===== src/rtl/divider_edge_timer_with_reload_top_defines.svh =====
// Assertion macros used by the timer top level.
`ifndef DIVIDER_EDGE_TIMER_WITH_RELOAD_TOP_DEFINES_SVH
`define DIVIDER_EDGE_TIMER_WITH_RELOAD_TOP_DEFINES_SVH

// Same-cycle implication, checked on every rising edge outside reset.
`define DTR_ASSERT_SAME(label, ante, cons) \
  label: assert property (@(posedge clk) disable iff (rst) (ante) |-> (cons)) \
    else $error("timer assertion failed");

// Next-cycle implication, checked on every rising edge outside reset.
`define DTR_ASSERT_NEXT(label, ante, cons) \
  label: assert property (@(posedge clk) disable iff (rst) (ante) |=> (cons)) \
    else $error("timer assertion failed");

`endif


===== src/rtl/dtr_pkg.sv =====
// Types and constants shared by the divider edge timer.
package dtr_pkg;

  localparam int TICKS_W     = 6;
  localparam int TICKS_EXT_W = TICKS_W + 1;
  localparam int CFG_IDX_W   = 2;
  localparam int CFG_DATA_W  = 8;
  localparam int DIV_W       = 16;
  localparam int BYTE_W      = 8;

  localparam logic [DIV_W-1:0] DIV_RESET = 16'hABCC;
  localparam logic [BYTE_W-1:0] COUNT_MAX = 8'hFF;

  // Divider tap positions per clock-select code
  localparam int TAP_SEL0 = 9;
  localparam int TAP_SEL1 = 3;
  localparam int TAP_SEL2 = 5;
  localparam int TAP_SEL3 = 7;

  // Register indexes of the configuration port
  localparam logic [CFG_IDX_W-1:0] REG_TIMER_ENABLE = 2'd0;
  localparam logic [CFG_IDX_W-1:0] REG_CLOCK_SELECT = 2'd1;
  localparam logic [CFG_IDX_W-1:0] REG_RELOAD_VALUE = 2'd2;

  // Configuration write as seen by the timer core
  typedef struct packed {
    logic                  we;
    logic [CFG_IDX_W-1:0]  index;
    logic [CFG_DATA_W-1:0] data;
  } dtr_cfg_t;

  // Timer state reported to the sequencer
  typedef struct packed {
    logic [BYTE_W-1:0] divider_high;
    logic [BYTE_W-1:0] count_value;
    logic              tick_irq;
  } dtr_status_t;

endpackage


===== src/rtl/dtr_core.sv =====
// Timer core: divider, tap edge detector, counter and reload delay, one step per tick input.
module dtr_core #(
  parameter int RELOAD_DELAY = 3
) (
  input  logic                clk,
  input  logic                rst,
  input  dtr_pkg::dtr_cfg_t   cfg,
  input  logic                tick,
  output dtr_pkg::dtr_status_t status
);
  import dtr_pkg::*;

  localparam int DLY_W = $clog2(RELOAD_DELAY + 1);

  logic              timer_enable;
  logic [1:0]        clock_select;
  logic [BYTE_W-1:0] reload_value;

  logic [DIV_W-1:0]  divider, divider_next;
  logic [BYTE_W-1:0] counter, counter_next;
  logic              edge_history, edge_history_next;
  logic [DLY_W-1:0]  reload_delay, reload_delay_next;
  logic              tap;
  logic              level;
  logic              irq;

  // Hold configuration registers
  always_ff @(posedge clk) begin
    if (rst) begin
      timer_enable <= 1'b0;
      clock_select <= 2'd0;
      reload_value <= '0;
    end else if (cfg.we) begin
      case (cfg.index)
        REG_TIMER_ENABLE: timer_enable <= cfg.data[0];
        REG_CLOCK_SELECT: clock_select <= cfg.data[1:0];
        REG_RELOAD_VALUE: reload_value <= cfg.data[BYTE_W-1:0];
        default: ;
      endcase
    end
  end

  // Pick the divider tap after the increment of this tick
  always_comb begin
    case (clock_select)
      2'd0:    tap = divider_next[TAP_SEL0];
      2'd1:    tap = divider_next[TAP_SEL1];
      2'd2:    tap = divider_next[TAP_SEL2];
      default: tap = divider_next[TAP_SEL3];
    endcase
  end

  assign level = tap & timer_enable;

  // Work out one tick
  always_comb begin
    divider_next      = divider;
    counter_next      = counter;
    edge_history_next = edge_history;
    reload_delay_next = reload_delay;
    irq               = 1'b0;
    if (tick) begin
      divider_next = divider + DIV_W'(1);
      if (reload_delay != '0) begin
        // Count the delay down; no edge detection meanwhile
        reload_delay_next = reload_delay - DLY_W'(1);
        if (reload_delay == DLY_W'(1)) begin
          counter_next = reload_value;
          irq          = 1'b1;
        end
      end else begin
        if (edge_history && !level) begin
          if (counter == COUNT_MAX) begin
            counter_next      = '0;
            reload_delay_next = DLY_W'(RELOAD_DELAY);
          end else begin
            counter_next = counter + BYTE_W'(1);
          end
        end
        edge_history_next = level;
      end
    end
  end

  // Hold timer state
  always_ff @(posedge clk) begin
    if (rst) begin
      divider      <= DIV_RESET;
      counter      <= '0;
      edge_history <= 1'b0;
      reload_delay <= '0;
    end else begin
      divider      <= divider_next;
      counter      <= counter_next;
      edge_history <= edge_history_next;
      reload_delay <= reload_delay_next;
    end
  end

  assign status.divider_high = divider[DIV_W-1:DIV_W-BYTE_W];
  assign status.count_value  = counter;
  assign status.tick_irq     = irq;

endmodule


===== src/rtl/divider_edge_timer_with_reload_top.sv =====
// Divider edge timer: tick sequencer, input and output words, configuration port.
// Each input word runs the core for n ticks, n = ticks capped at MAX_TICKS, then the result word is registered.
// A new word is taken only once the last result is registered; in S_RUN the core advances one tick per clock.
// A result may wait in the output register while the next word is taken.
// Reset (rst, synchronous): divider to 0xABCC, counter, edge, delay and
// configuration to zero, sequencer idle, no result pending.
module divider_edge_timer_with_reload_top #(
  parameter int RELOAD_DELAY = 3,
  parameter int MAX_TICKS    = 32
) (
  input  logic                          clk,
  input  logic                          rst,
  input  logic                          cfg_we,
  input  logic [dtr_pkg::CFG_IDX_W-1:0] cfg_index,
  input  logic [dtr_pkg::CFG_DATA_W-1:0] cfg_data,
  input  logic                          s_tvalid,
  output logic                          s_tready,
  input  logic [7:0]                    s_tdata,  // [5:0] ticks
  output logic                          m_tvalid,
  input  logic                          m_tready,
  output logic [23:0]                   m_tdata   // [7:0] divider_high, [15:8] count_value,
                                                  // [16] overflow_irq
);
  import dtr_pkg::*;

  `include "divider_edge_timer_with_reload_top_defines.svh"

  localparam int RW = $clog2(MAX_TICKS + 1);

  typedef enum logic [1:0] {
    S_IDLE,
    S_RUN,
    S_PUSH
  } state_t;

  state_t               state;
  logic [RW-1:0]        remaining;
  logic                 irq_acc;
  logic                 tick;
  logic [TICKS_EXT_W-1:0] ticks_ext;
  logic [TICKS_EXT_W-1:0] ticks_sat;
  logic                 in_take;
  logic                 out_free;
  dtr_cfg_t             cfg;
  dtr_status_t          status;

  assign cfg.we    = cfg_we;
  assign cfg.index = cfg_index;
  assign cfg.data  = cfg_data;

  // Cap the tick count
  assign ticks_ext = {1'b0, s_tdata[TICKS_W-1:0]};
  assign ticks_sat = (ticks_ext > TICKS_EXT_W'(MAX_TICKS)) ? TICKS_EXT_W'(MAX_TICKS)
                                                            : ticks_ext;

  assign s_tready = (state == S_IDLE);
  assign in_take  = s_tvalid && s_tready;
  assign tick     = (state == S_RUN);
  assign out_free = !m_tvalid || m_tready;

  dtr_core #(
    .RELOAD_DELAY(RELOAD_DELAY)
  ) u_core (
    .clk    (clk),
    .rst    (rst),
    .cfg    (cfg),
    .tick   (tick),
    .status (status)
  );

  // Sequence the ticks and register the result word
  always_ff @(posedge clk) begin
    if (rst) begin
      state     <= S_IDLE;
      remaining <= '0;
      irq_acc   <= 1'b0;
      m_tvalid  <= 1'b0;
    end else begin
      // Raise the result word, or drop it once taken
      if (state == S_PUSH && out_free) begin
        m_tvalid <= 1'b1;
      end else if (m_tvalid && m_tready) begin
        m_tvalid <= 1'b0;
      end
      case (state)
        S_IDLE: begin
          if (in_take) begin
            irq_acc   <= 1'b0;
            remaining <= ticks_sat[RW-1:0];
            state     <= (ticks_sat == '0) ? S_PUSH : S_RUN;
          end
        end
        S_RUN: begin
          if (status.tick_irq) begin
            irq_acc <= 1'b1;
          end
          remaining <= remaining - RW'(1);
          if (remaining == RW'(1)) begin
            state <= S_PUSH;
          end
        end
        S_PUSH: begin
          if (out_free) begin
            m_tdata  <= {7'd0, irq_acc, status.count_value, status.divider_high};
            state    <= S_IDLE;
          end
        end
        default: state <= S_IDLE;
      endcase
    end
  end

  `DTR_ASSERT_NEXT(a_run_after_take, in_take && s_tdata[TICKS_W-1:0] != '0, state == S_RUN)
  `DTR_ASSERT_SAME(a_remaining_range, state == S_RUN,
                   remaining != '0 && remaining <= RW'(MAX_TICKS))
  `DTR_ASSERT_NEXT(a_push_loads, state == S_PUSH && out_free, m_tvalid && state == S_IDLE)

endmodule


===== config.mk =====
export PLATFORM = sky130hd
export DESIGN_NAME = divider_edge_timer_with_reload_top
export DESIGN_NICKNAME = d
export VERILOG_FILES = /design/src/rtl/dtr_pkg.sv /design/src/rtl/dtr_core.sv /design/src/rtl/divider_edge_timer_with_reload_top.sv
export VERILOG_INCLUDE_DIRS = /design/src /design/src/rtl
export SDC_FILE = /design/constraint.sdc
export NUM_CORES = 1
export LEC_CHECK = 0
export ABC_AREA = 0
export BUFFER_PORTS_ARGS = -buffer_cell sky130_fd_sc_hd__clkbuf_2
export CAP_MARGIN = 40
export CELL_PAD_IN_SITES_DETAIL_PLACEMENT = 1
export CELL_PAD_IN_SITES_GLOBAL_PLACEMENT = 1
export CORE_ASPECT_RATIO = 1.75
export CORE_MARGIN = 8
export CORE_UTILIZATION = 39
export DETAILED_ROUTE_END_ITERATION = 8
export PLACE_DENSITY = 0.77
export SETUP_SLACK_MARGIN = 0.5
export SLEW_MARGIN = 20
export SYNTH_ARGS = -nofsm -noshare
export SYNTH_HDL_FRONTEND = slang
export SYNTH_SLANG_ARGS = --single-unit

===== constraint.sdc =====
create_clock -name clk -period 2.73 [get_ports clk]
set_clock_uncertainty 0.15 [all_clocks]
set_input_delay 0.546 -clock clk [delete_from_list [all_inputs] [get_ports clk]]
set_output_delay 0.546 -clock clk [all_outputs]
set_load 0.01 [all_outputs]

# Word level (Yosys, flattened, before mapping)
# Index checks and enable logic that the tools add are counted.
[classes]
add_sub_neg = 4
n_lt_le_gt_ge = 1
n_eq_ne = 14
muxes = 25
bitwise_logic = 3
n_reduce_logical = 26
[op_table]
columns = ["op", "n"]
rows = [
  ["8-bit two-way mux", 4],
  ["16-bit by 1-bit adder with 16-bit output, second input constant", 1],
  ["3-bit AND reduction", 5],
  ["2-bit two-way mux", 7],
  ["6-bit two-way mux", 2],
  ["6-bit one-hot mux with 2 select lines", 1],
  ["10-bit two-way mux", 1],
  ["2-bit AND reduction", 5],
  ["2-bit nonzero test", 5],
  ["8-bit by 1-bit adder with 8-bit output, second input constant", 1],
  ["2-bit by 1-bit equality test with 1-bit output, second input constant", 4],
  ["8-bit equality test, second input constant", 1],
  ["7-bit zero test", 1],
  ["1-bit two-way mux", 7],
  ["2-bit equality test, second input constant", 3],
  ["6-bit by 1-bit equality test with 1-bit output, second input constant", 1],
  ["6-bit greater-than comparator, second input constant", 1],
  ["2-bit zero test", 3],
  ["2-bit by 1-bit inequality test with 1-bit output, second input constant", 3],
  ["2-bit one-hot mux with 3 select lines", 1],
  ["6-bit by 1-bit subtractor with 6-bit output, second input constant", 1],
  ["1-bit logical AND", 4],
  ["2-bit inequality test, second input constant", 2],
  ["1-bit one-hot mux with 3 select lines", 1],
  ["6 further kinds", 8],
]
[word_totals]
ff_bits = 65
input_bits = 23
out_inout_bits = 26
word_cells = 86

# Depth between registers and ports, before layout
# Gate-level depths: netlist of the first run.
[logic_depth]
ltp_word = 8
ltp_mapped = 9
ltp_nobuf = 8

# Cells and area by module
# From an unflattened synthesis of the first run, not the netlist that was laid out.
[unflattened]
hier_cells = 341
hier_area_um2 = 3279.4
[by_module_without_submodules]
columns = ["module", "n_inst", "cells_per_inst", "area_per_inst_um2", "seq_area_each_um2"]
rows = [
  ["dtr_core", 1, 231, 2059.5, 760.7],
  ["divider_edge_timer_with_reload_top", 1, 110, 1219.9, 710.7],
]

# Worst setup path before layout of the first run
# OpenSTA, ideal clock, no wires.
[synth_path]
path_type = "input to register"
from = "input rst"
to = "register m_tdata[0], enable pin"
setup_ns = 0.412
arrival_ns = 2.001
required_ns = 2.168
setup_slack_ns = 0.166
stages = 2
path_buffers = 1
path_cell_list = "clkbuf_1 nor3_1"
[synth_between]
elab_chain_len = 2
[synth_rtl]
columns = ["item", "line_no", "source"]
rows = [
  ["start: declaration", "divider_edge_timer_with_reload_top.sv:12", "input logic rst,"],
  ["1-bit inverter (no line)", "-", ""],
  ["3-bit AND reduction (no line)", "-", ""],
  ["end signal: assignment", "divider_edge_timer_with_reload_top.sv:104", "m_tdata <= {7'd0, irq_acc, status.count_value, status.divider_high};"],
  ["end: declaration", "divider_edge_timer_with_reload_top.sv:21", "output logic [23:0] m_tdata"],
]
# Every way passes these cells.
# A chain may end at the register's enable or synchronous reset.

# Worst setup path in the final report of the first run
[layout_path]
from = "register u_core.divider[7]"
to = "register u_core.counter[7]"
[layout_between]
elab_chain_len = 8
[layout_rtl]
columns = ["item", "line_no", "source"]
rows = [
  ["start: declaration", "dtr_core.sv:19", "logic [DIV_W-1:0] divider, divider_next;"],
  ["start signal: assignment", "dtr_core.sv:93", "divider <= divider_next;"],
  ["16-bit by 1-bit adder with 16-bit output", "dtr_core.sv:63", "divider_next = divider + DIV_W'(1);"],
  ["10-bit two-way mux (*)", "dtr_core.sv:62", "if (tick) begin"],
  ["1-bit one-hot mux with 3 select lines (*)", "dtr_core.sv:45", "case (clock_select)"],
  ["1-bit AND (*)", "dtr_core.sv:53", "assign level = tap & timer_enable;"],
  ["1-bit zero test (*)", "dtr_core.sv:72", "if (edge_history && !level) begin"],
  ["1-bit logical AND (*)", "dtr_core.sv:72", ""],
  ["2-bit nonzero test (no line) (*)", "-", ""],
  ["3-bit AND reduction (no line) (*)", "-", ""],
  ["end signal: assignment", "dtr_core.sv:94", "counter <= counter_next;"],
  ["end: declaration", "dtr_core.sv:20", "logic [BYTE_W-1:0] counter, counter_next;"],
]
# Every way passes the cells marked *; elsewhere a longest branch is shown, timed or not.

==> results of run 1 <==
power breakdown:
group | internal [W] | leakage [nW] | switching [W] | total, W
Combinational | 0.0000881 | 0.959 | 0.000136 | 0.000224
Sequential | 0.00100 | 0.545 | 0.0000250 | 0.00103
Clock | 0.000794 | 0.152 | 0.000426 | 0.00122
area by class of cell:
class                      count  share of cell area (%)
clock buffer                  10                    5.46
sequential                    65                    36.0
tap                           90                    2.69
clock inverter                 6                    1.97
multi-input combinational    230                    41.6
inverter                      14                    1.25
timing repair buffer          71                    11.0
cell usage after synthesis (7+ instances only):
cell type,instances
a21oi_1,16
edfxtp_1,17
nand2_1,28
dfxtp_1,48
a211oi_1,7
xor2_1,8
nor2_1,34
clkbuf_1,7
ha_1,7
buf_4,7
inv_1,14
and3_1,10
o21ai_0,9
mux2i_1,12
nand3_1,12
stage by stage:
step | cell area (µm²) | setup WS, ns | util (%)
6_report | 4190 | 0.488 | 53.7
5_1_grt | 4190 | 0.391 | 53.7
4_1_cts | 3870 | 0.454 | 49.6
3_5_place_dp | 3370 | 0.0423 | 43.2
3_3_place_gp | 3370 | 0.0737 | 43.2
2_1_floorplan | 3120 | 0.571 | -
what timing repair did:
| action | in CTS | in global routing |
|---|---|---|
| pin swaps | 8 | 18 |
| resized for setup | 33 | 38 |
| endpoints found under the setup margin | 10 | 10 |
| cloned | 1 | 0 |
| setup buffers | 7 | 16 |
path summary, 6_finish.rpt:
check | cells past startpoint | end | slack, ns | from
setup / recovery | 10 | u_core.counter[7] | 0.49 | u_core.divider[7]
hold / removal | 3 | u_core.reload_value[4] | 0.30 | cfg_data[4]
setup reg to reg | 10 | u_core.counter[7] | 0.49 | u_core.divider[7]
hold reg to reg | 0 | m_tdata[0] | 0.31 | u_core.divider[8]
logic make-up (layout without fill, tap and decap cells):
| family | after synthesis | count (layout) | synth area share [%] |
|---|---|---|---|
| flops | 65 | 65 | 47.6 |
| buf+inv | 36 | 101 | 5.74 |
| other cells | 1 | 7 | 0.121 |
| mux | 13 | 13 | 4.25 |
| simple gates | 128 | 129 | 21.8 |
| fa+ha+maj | 7 | 7 | 2.83 |
| xor+xnor | 12 | 12 | 3.40 |
| compound gates | 62 | 62 | 14.4 |
sequential cells by signal (all words and copies together) (netlist names):
signal	cells
m_tvalid	1
m_tdata	17
u_core.timer_enable	1
u_core.clock_select	2
u_core.counter	8
u_core.divider	16
state	2
irq_acc	1
u_core.reload_delay	2
remaining	6
u_core.reload_value	8
u_core.edge_history	1
critical path, stage by stage (launching register included):
cell and delay, ns:
dfxtp_4 0.36, nand4_1 0.13, buf_4 0.18, nor4_4 0.31, nor4_4 0.09, buf_4 0.17, buf_6 0.12, nor4_4 0.28
buf_6 0.18, o211ai_1 0.10, o31ai_2 0.10
layer usage:
| metal | vias up | track usage, % | share of wire, % |
|---|---|---|---|
| met5 | - | 0 | 0 |
| met4 | 0 | 6.29 | 3.3 |
| met3 | 28 | 4.13 | 4.4 |
| met2 | 91 | 30.8 | 58 |
| met1 | 1381 | 14.7 | 35 |
| li1 | 1301 | - | - |
==> out/summary.txt, run 1 <==
iteration-0 DRC count of the detailed router: 125
DRT Pass-1 Iters: 4
startpoint types: flip-flop
global-route wire length before repair: 14,400 µm
post-synth top area share: 31.1%
Synth warnings: 0
Tmin final: 2.24 ns
P per Cell Area: 590 nW/µm²
# setup viols final: 0
fin crit share: 82.1%
syn avg cell area: 9.55 µm²
placed insts: 446
CTS sink cnt: 65
worst hold path class: input pin to flip-flop
area grow syn2layout: 35.5%
Post-synth EDFFs: 17
initial antenna violation count: 0
Primary FF master, synth: dfxtp_1
RSZ-0062 raised after global routing: true
critical path class: flip-flop to flip-flop
actual slew at the worst max-slew pin: 0.702 ns
layout cells sized above 1: 33.8%
relative slew slack: 53.2%
Die Area: 11,200 µm²
Site Rows: 43
status: completed
Antenna diodes: 0
Die Ht: 134 µm
Core Region: 7800 µm²
Hold Fails Final Rpt: 0
Non-Filler Instances: 486
gr usage total: 15.7%
CTS tree: done
VDD IR max: 0.345 mV
CTS Root Cell: clkbuf_16
CP required: 2.84 ns
Post-DRT Antenna Nets: 0
CP Data Arrival Time: 2.35 ns
CP max FO: 4
Netlist cell types: 54
CTS HTree Levels: 3
area leader, netlist: dfxtp_1
Async SR Flop Fraction: 0%
top post-synthesis cells by area: dfxtp_1 31%, edfxtp_1 16%, nor2_1 4.1%, mux2i_1 3.9%, nand2_1 3.4%
via count: 2,801
overall die width: 83.3 µm
Worst-path clk slew: 0.06 ns
Starting Density: 39.7%
Sequential Area: 1510 µm²
most common cell after layout, fill and taps aside: clkbuf_2
sum of negative setup slack: 0 ns
max-slew violation count: 0
Max Fclk: 0.446 GHz
Mapped Area: 3090 µm²
largest net degree at the start of global routing: 41
DP Wirelength: 5740 µm
filler instances: 876
maxcap violations: 0
CP endpoint kind: flip-flop
vias in the first global route: 2,898
IO buf count: 39
Final Wtd Congestion: 0.806
Final #Nets: 421
area of the multi-input gates: 1740 µm²
most frequent cells in the layout: 39 x clkbuf_2, 35 x dfxtp_1, 33 x nor2_1, 28 x nand2_1, 27 x buf_4
Final Hold Slack: 0.297 ns
register area share after synthesis: 47.6%
# IOs: 49
Num CTS Buffers: 9
final wirelength: 10,000 µm
hold bufs inserted after CTS: 0
Pwr Total: 0.00247 W
WL per Instance: 20.6 µm
# DRC: 0
clk_lat worst skew: 0.34 ns
Leakage Power: 1.66 nW
Seq cells post-synth: 65
vias per cell: 5.76
Synth Instances: 324
grt ovf: 0
clock buffer depth: 2
No activity file was read; power rests on OpenSTA's default activity.
==> run 2: changes to the inputs <==
- CORE_UTILIZATION: 39 -> 40
- PLACE_DENSITY: 0.77 -> 0.75
- clock period: 2.73 -> 2.35 ns (I/O delays scaled with it)
==> out/summary.txt, run 2 (synthesis results as in run 1) <==
worst hold path class: input pin to flip-flop
DP Wirelength: 6090 µm
largest net degree at the start of global routing: 20
hold_sp: cfg_data[6]
R2R setup slack: 0.04 ns
Final #Nets: 432
fin crit share: 98.4%
CP required: 2.39 ns
clk_lat worst skew: 0.34 ns
initial antenna violation count: 0
Worst Hold Depth: 3
Core Region: 7510 µm²
Die Ht: 132 µm
iteration-0 DRC count of the detailed router: 94
max reg flops: 17
Placed Area: 3560 µm²
IO buf count: 39
top flop regs: m_tdata (17), u_core.divider (16)
via count: 2,740
Max Fclk: 0.432 GHz
Final Hold Slack: 0.217 ns
grt ovf: 0
Starting Density: 41.2%
Tmin final: 2.31 ns
Hold Crit Endpoint: u_core.reload_value[6]
most common cell after layout, fill and taps aside: clkbuf_2
WL per Instance: 18.0 µm
CP max FO: 5
worst flop-to-flop path endpoint: u_core.counter[0]
Worst-path clk slew: 0.05 ns
Post-DRT Antenna Nets: 0
R2R depth: 9
Num CTS Buffers: 9
filler instances: 872
placed insts: 464
global-route wire length before repair: 14,000 µm
maxcap violations: 0
Hold Fails Final Rpt: 0
status: completed
vias per cell: 5.54
Antenna diodes: 0
DRT Pass-1 Iters: 4
relative slew slack: 57.4%
Non-Filler Instances: 495
CTS HTree Levels: 3
max-slew violation count: 0
CTS Root Cell: clkbuf_16
overall die width: 82.5 µm
gr usage total: 16.8%
CTS sink cnt: 65
Reg with most FFs: m_tdata
CTS tree: done
Die Area: 10,900 µm²
area grow syn2layout: 33.4%
vias in the first global route: 2,853
hold bufs inserted after CTS: 0
sum of negative setup slack: 0 ns
Site Rows: 42
clock buffer depth: 2
most frequent cells in the layout: 39 x clkbuf_2, 38 x buf_4, 37 x dfxtp_1, 32 x nor2_1, 27 x nand2_1
# IOs: 49
VDD IR max: 0.498 mV
actual slew at the worst max-slew pin: 0.622 ns
P per Cell Area: 666 nW/µm²
Final Wtd Congestion: 0.777
layout cells sized above 1: 33.9%
# DRC: 0
startpoint types: flip-flop
RSZ-0062 raised after global routing: true
CP Data Arrival Time: 2.35 ns
Worst R2R Start: state[1]
Finished Cell Area: 4130 µm²
# setup viols final: 0
Leakage Power: 1.68 nW
critical path class: flip-flop to flip-flop
final wirelength: 8900 µm
CP endpoint kind: flip-flop
[run 2: changes by cell type in the layout (fill, tap and decap cells not counted), moves of 3 or more]
cell / previous run / this run
buf_4: 27 / 38
dfxtp_4: 9 / 2
o31ai_1: 1 / 4
a2111oi_4: 3 / 0
dfxtp_2: 4 / 9
a211oi_2: 5 / 2
a211oi_1: 3 / 6
[run 2: power breakdown]
part / switching, W / internal, W
Sequential: 0.0000267 / 0.00117
Combinational: 0.000155 / 0.000112
Clock: 0.000470 / 0.000813
Total: 0.000651 / 0.00210
[run 2: layout make-up]
class / instances / area [µm²] / area share, %
Clock buffer: 12 / 236 / 5.73
Timing Repair Buffer: 83 / 557 / 13.5
Sequential cell: 65 / 1490 / 36.1
Multi-Input combinational cell: 229 / 1640 / 39.7
Inverter: 14 / 52.6 / 1.27
Clock inverter: 4 / 43.8 / 1.06
Tap cell: 88 / 110 / 2.67
[run 2: critical path, cell delays in order, from the launching register on]
cell and delay, ns:
dfxtp_4 0.34, nand4b_4 0.17, buf_6 0.13, nor4_4 0.03
buf_4 0.15, nor4_4 0.30, buf_4 0.17, nor4_4 0.05
a2111oi_0 0.56, a211oi_2 0.11
[run 2: worst max-delay path by stage]
stage | start | end | slack [ns] | cells after the start
2_1_floorplan | state[1] | u_core.counter[4] | 0.21 | 8
3_3_place_gp | u_core.divider[3] | u_core.counter[4] | -0.02 | 10
3_5_place_dp | u_core.divider[3] | u_core.reload_delay[1] | -0.03 | 7
4_1_cts | state[1] | u_core.counter[4] | 0.14 | 8
5_1_grt | state[1] | u_core.counter[0] | -0.09 | 9
6_report | state[1] | u_core.counter[0] | 0.04 | 9
[run 2: routing by layer]
| layer | global-route usage [%] | wire, µm | vias up | share of wire, % |
|---|---|---|---|---|
| met3 | 5.19 | 414 | 13 | 4.7 |
| met1 | 15.9 | 3220 | 1357 | 36 |
| met4 | 7.37 | 196 | 0 | 2.2 |
| li1 | - | - | 1316 | - |
| met2 | 30.9 | 5060 | 54 | 57 |
| met5 | 0 | 0 | - | 0 |
[run 2: metrics by stage]
step           worst slack [ns]  power [W]  utilization (%)
4_1_cts                   0.138    0.00276             52.7
3_3_place_gp            -0.0177    0.00146             47.4
2_1_floorplan             0.205    0.00137                -
3_5_place_dp            -0.0319    0.00147             47.4
6_report                 0.0376    0.00275             54.9
5_1_grt                 -0.0914    0.00285             54.9
[run 2: what timing repair did]
action | CTS | global route
setup endpoints to repair | 15 | 20
resized for setup | 25 | 23
pin swaps | 11 | 6
buffers inserted | 5 | 10
